**src/rtl/core/cpt_obuf.sv**
```systemverilog
// Two-entry output buffer that parts the pipeline from the result receiver.
module cpt_obuf #(
  parameter int DW = 100
) (
  input  logic          clk,
  input  logic          rst_n,
  input  logic          push_i,
  input  logic [DW-1:0] data_i,
  output logic          ready_o,
  output logic          valid_o,
  input  logic          pop_i,
  output logic [DW-1:0] data_o
);
  logic [1:0]    cnt_r;
  logic          wr_r;
  logic          rd_r;
  logic [DW-1:0] mem_r [2];
  logic          pop;

  assign valid_o = (cnt_r != 2'd0);
  assign ready_o = (cnt_r != 2'd2);
  assign pop     = valid_o && pop_i;
  assign data_o  = mem_r[rd_r];

  // Pointer and occupancy bookkeeping.
  always_ff @(posedge clk) begin
    if (!rst_n) begin
      cnt_r <= 2'd0;
      wr_r  <= 1'b0;
      rd_r  <= 1'b0;
    end else begin
      if (push_i) begin
        wr_r <= ~wr_r;
      end
      if (pop) begin
        rd_r <= ~rd_r;
      end
      cnt_r <= cnt_r + 2'(push_i) - 2'(pop);
    end
  end

  always_ff @(posedge clk) begin
    if (push_i) begin
      mem_r[wr_r] <= data_i;
    end
  end

endmodule

```
**config.mk**
```make
export PLATFORM = sky130hd
export DESIGN_NAME = cpt_obuf
export DESIGN_NICKNAME = d
export VERILOG_FILES = /design/src/rtl/core/cpt_obuf.sv
export SDC_FILE = /design/constraint.sdc
export NUM_CORES = 1
export LEC_CHECK = 0
export BUFFER_PORTS_ARGS = -buffer_cell sky130_fd_sc_hd__buf_2
export CORE_UTILIZATION = 40
export DETAILED_ROUTE_END_ITERATION = 12
export RECOVER_POWER = 50
export SETUP_SLACK_MARGIN = 0.5
export SYNTH_ARGS = -nofsm -noshare
export SYNTH_HDL_FRONTEND = slang
export SYNTH_SLANG_ARGS = --single-unit
```
**constraint.sdc**
```tcl
create_clock -name clk -period 8.65 [get_ports clk]
set_clock_uncertainty 0.2 [all_clocks]
set_input_delay 0 -clock clk [delete_from_list [all_inputs] [get_ports clk]]
set_output_delay 0 -clock clk [all_outputs]
set_load 0.01 [all_outputs]
```
== Yosys cells after proc, flatten, opt, wreduce, memory -nomap -nowiden ==
Memory sizes are Yosys's and may differ from the RTL's. A register that Yosys moved wholly into a read port is not among the register bits.
Index checks and enable logic that the tools add are counted.
W data, S select, Z words.
Operators by class
  reduce and logical (&&, ||, !) cells: 2
  equality and inequality tests: 1
  $add $sub $neg: 2
  bitwise operators: 2
  muxes and demuxes: 4
Operator list (count)
  $mux W1: 4
  $add A2 B1 Y2: 1
  $ne A2 B2 Y1 const B: 1
  $not A1 Y1: 2
  $reduce_bool A2 Y1: 1
  $sub A2 B1 Y2: 1
  $logic_and A1 B1 Y1: 1
Word-level totals
  memories kept: 1
  input bits: 104
  RAM bits: 200
  bits in registers: 4
  logic and storage cells: 15
  output and inout port bits: 102
Memory list
  mem_r: depth 2, width 100, rd ports 1, clocked after Yosys merged registers in 1, write ports 1, RTL line 17  | logic [DW-1:0] mem_r [2];

== Longest topological paths before layout ==
  depth after elaboration: 4
  depth in mapped cells: 6
  mapped depth without buffers: 6

== Worst setup path before layout ==
Ideal clock, no wire load.
  path type: reg-to-reg
  from: register wr_r
  to: memory mem_r[0][0] (enable)
  buffers on the path: 0
  clock period less this slack: 5.516 ns
  slack: 3.134 ns
  cell stages (with the launch flop): 2
  data required time: 7.878 ns
  library setup time: 0.572 ns
  data arrival time: 4.744 ns
  path through: dfxtp_1 nor2b_1
RTL lines
  start: declaration: RTL line 15  | logic wr_r;
  start signal: assignment: RTL line 33  | wr_r <= ~wr_r;
  end: declaration: RTL line 17
Straight into the memory's write port.

== Worst setup path in the final report ==
  from: register wr_r
  to: memory mem_r[0][68] (enable)
Straight into the memory's write port.

==> results by group <==
Run status
  • Failing checks: capacitance limit, slew limit
  • Status: complete, but fails checks

Global routing
  • Antenna violations before repair: 0
  • Met3 usage: just over 3%
  • Largest net degree at the start of global routing: between 70 and 80
  • Grt ovf: 0
  • Global-route wire length before repair: ~22 mm
  • Busiest layer in global routing: met2
  • M1 GR Usage: roughly 17%
  • GR Util met2: between 20% and 30%
  • GR Util All Layers: around 14%
  • Vias in the first global route: around 4,500

Clock tree
  • Clock sink count: ~200
  • Setup Fix Bufs, Post-CTS: 0
  • Clk_lat worst skew: between 400 and 500 ps
  • Clk slew on worst S/H paths: roughly 60 ps
  • CTS tree: built
  • H-tree depth: 1
  • CTS Buffer Depth: 3
  • Cts bufs inserted: 23
  • CTS Root Cell: clkbuf_16

Yosys
  • Number of flops mapped to enable cells by yosys: 200
  • Top-area cell type share of the netlist area: between 70% and 80%
  • #FFs+latches synth: 205
  • Sequential share of the synthesized area: 76.7%
  • Count leader, synth: edfxtp_1
  • Async set-reset flop share out of synthesis: 0%
  • Commonest cells post-synth: edfxtp_1 (200), mux2_4 (100), buf_12 (10), dfxtp_1 (5), nor2b_1 (3)
  • Net Count, Synth: 440
  • Mapped Cells: ~330
  • Ys flop type: edfxtp_1
  • Synth unique cells: 15
  • Synth warn: 0
  • Syn Std Cell Area: ~8000 um2
  • Mapped Avg Cell Area: approximately 24 um2
  • Synth area leader: edfxtp_1
  • Synth top area cells: edfxtp_1 (75%), mux2_4 (19%), buf_12 (2.5%)

Routing
  • Residual DRC: 0
  • Vias/cell: ~4.5
  • DR vias: approximately 4,200
  • Avg WL per Cell: 15.7 um
  • DRT Pass-1 Iters: 4
  • Iter 0 DRT Violations: 126
  • Final wirelength: ~15 mm
  • DRT antenna net count: 0

Cells and area
  • Non-Filler Instances: between 900 and 1,000
  • Total Nets Final: ~770
  • Design area: approximately 11,000 um2
  • Antenna Cells: 0
  • Syn-to-layout area delta: 35.9%
  • Share of cells above drive strength 1: around two fifths
  • Util after Layout: between 50% and 60%

Critical path
  • Critical Path Start Type: flip-flop
  • Slowest-stage cell, CP: nor2b_1
  • Crit path to: mem_r[0][68]
  • Crit path depth: 2
  • Worst path bufs/invs: 1
  • Delay-heaviest family, CP: simple AND/OR/NAND/NOR gates
  • Origin of the critical flop-to-flop path: wr_r
  • Worst EP required: about 8600 ps
  • CP Cell Sequence: nor2b_1 > buf_4
  • Reg2reg end: mem_r[0][68]
  • CP arrival: approximately 3800 ps
  • Reg2Reg Setup Slack: 4720 ps
  • Critical Path Start: wr_r
  • Critical path type: reg2reg
  • Max stage delay on crit path: about 1900 ps
  • FF-to-FF path depth: 2
  • Worst-path fanout max: 73
  • Critical Path Sink Type: flip-flop

Placement
  • Inst Count DP: 796
  • Port buffer count: slightly above 200
  • Placed cell area: a little over 9000 um2
  • Final Wtd Congestion: approximately 0.68
  • HPWL Detailed: between 9 and 10 mm

Power
  • Worst IR Drop VDD: ~0.16 mV
  • Pwr Density: ~250 nW/um2
  • Tot Pwr: about 2700 uW
  • Lkg Pwr: 0.00413 uW

Floorplanning
  • Starting Density: between 40% and 50%
  • IO Count: 206
  • Cell row count: between 50 and 60
  • Core Area: around 20,000 um2
  • Die outline width: between 100 and 150 um
  • Die footprint: just over 20,000 um2
  • Die Y: between 100 and 150 um

STA
  • Final Critical Period: about 3900 ps
  • Max-slew violations: just under 60
  • RSZ-0062 raised after global routing: no
  • TNS Setup: 0 ps
  • Rel. slew slack: -73.6%
  • Final hold violation count: 0
  • Setup violations, final: 0
  • Slew @ Worst Pin: roughly 2600 ps
  • Max Clk Rate: 255 MHz
  • Final period util: 45.4%

Min path
  • Type of the worst min-delay path: in2reg

Job
  • Max-cap violations: 2
-- placed cells by master (no fill, tap or decap) --
master	Yosys	final
nand2b_1	1	1
buf_4	0	3
ha_1	2	2
clkinv_1	0	4
edfxtp_1	200	200
dlygate4sd3_1	0	104
o21a_1	2	2
mux2i_1	2	2
nand2_1	2	2
mux2_4	100	100
clkbuf_16	0	23
dfxtp_1	5	4
clkbuf_1	0	75
or2_2	1	1
clkbuf_2	0	3
nor2b_1	3	3
inv_6	0	1
xnor3_1	1	1
buf_2	0	132
clkinv_2	0	4
and2_1	2	1
and2_0	0	1
inv_1	2	2
bufinv_16	0	3
dfxtp_4	0	1
-- repair_timing --
item / CTS / global route
hold buffers: 104 / 0
endpoints found under the hold margin: 259 / 0
gates resized for setup: 0 / 0
-- how the worst min path moves through the flow --
stage / start / depth (start not counted) / end / slack, ps
2_1_floorplan: data_i[0] / 0 / mem_r[0][0] / -100
3_3_place_gp: data_i[16] / 1 / mem_r[0][16] / -10
3_5_place_dp: data_i[60] / 1 / mem_r[1][60] / -9
4_1_cts: data_i[16] / 2 / mem_r[0][16] / 2
5_1_grt: data_i[20] / 2 / mem_r[0][20] / 20
6_report: data_i[77] / 2 / mem_r[1][77] / 30
-- cell families (layout without fill, tap and decap cells) --
logic type	Yosys count	after routing	share of synthesized area, %
buffers and inverters	13	354	2.75
AND/OR/NAND/NOR	9	9	0.645
flip-flops	205	205	76.7
adder cells (fa/ha/maj)	2	2	0.314
multiplexers	102	102	19.1
XOR/XNOR	1	1	0.283
AO/OA/AOI/OAI	2	2	0.189
-- metal layers --
metal | up-vias | wire (um) | share of wire (%)
met5 | - | 0 | 0
met4 | 0 | 295 | 2.0
met3 | 24 | 1000 | 6.8
met2 | 161 | 7290 | 49
met1 | 2077 | 6210 | 42
li1 | 1973 | - | -
-- sequential cells by signal (all words and copies together), names as in the netlist, named ones only --
signal and cells:
rd_r 1, wr_r 1, mem_r 200, cnt_r 2
-- metrics by stage --
stage / hold slack (ps) / setup WS (ps)
global route: 24.5 / 4410
floorplan: -101 / 3130
finish: 27.4 / 4720
global placement: -11.8 / 6040
detailed placement: -9.26 / 6020
CTS: 2.20 / 5480
-- worst reg2reg max path, delay by kind of cell (launching register included) --
kind,cells,cell delay (ps)
flops,1,320
simple gates,1,1920
buf+inv,1,990
-- power breakdown --
group	switching, uW	internal, uW	leakage (uW)	total, uW
clock	364	576	0.000358	939
sequential	50.9	1160	0.00192	1210
combinational	220	313	0.00185	533
total	635	2040	0.00413	2680
-- cell type report --
type                            count  area [um2]
Timing Repair Buffer              312        2000
Fill cell                        1547        8650
Tap cell                          265         332
Multi-Input combinational cell    116        1640
Inverter                            2        7.51
Clock inverter                     12         134
Sequential cell                   205        6110
Clock buffer                       28         594
Note: power is estimated with default switching activity, not from simulation.
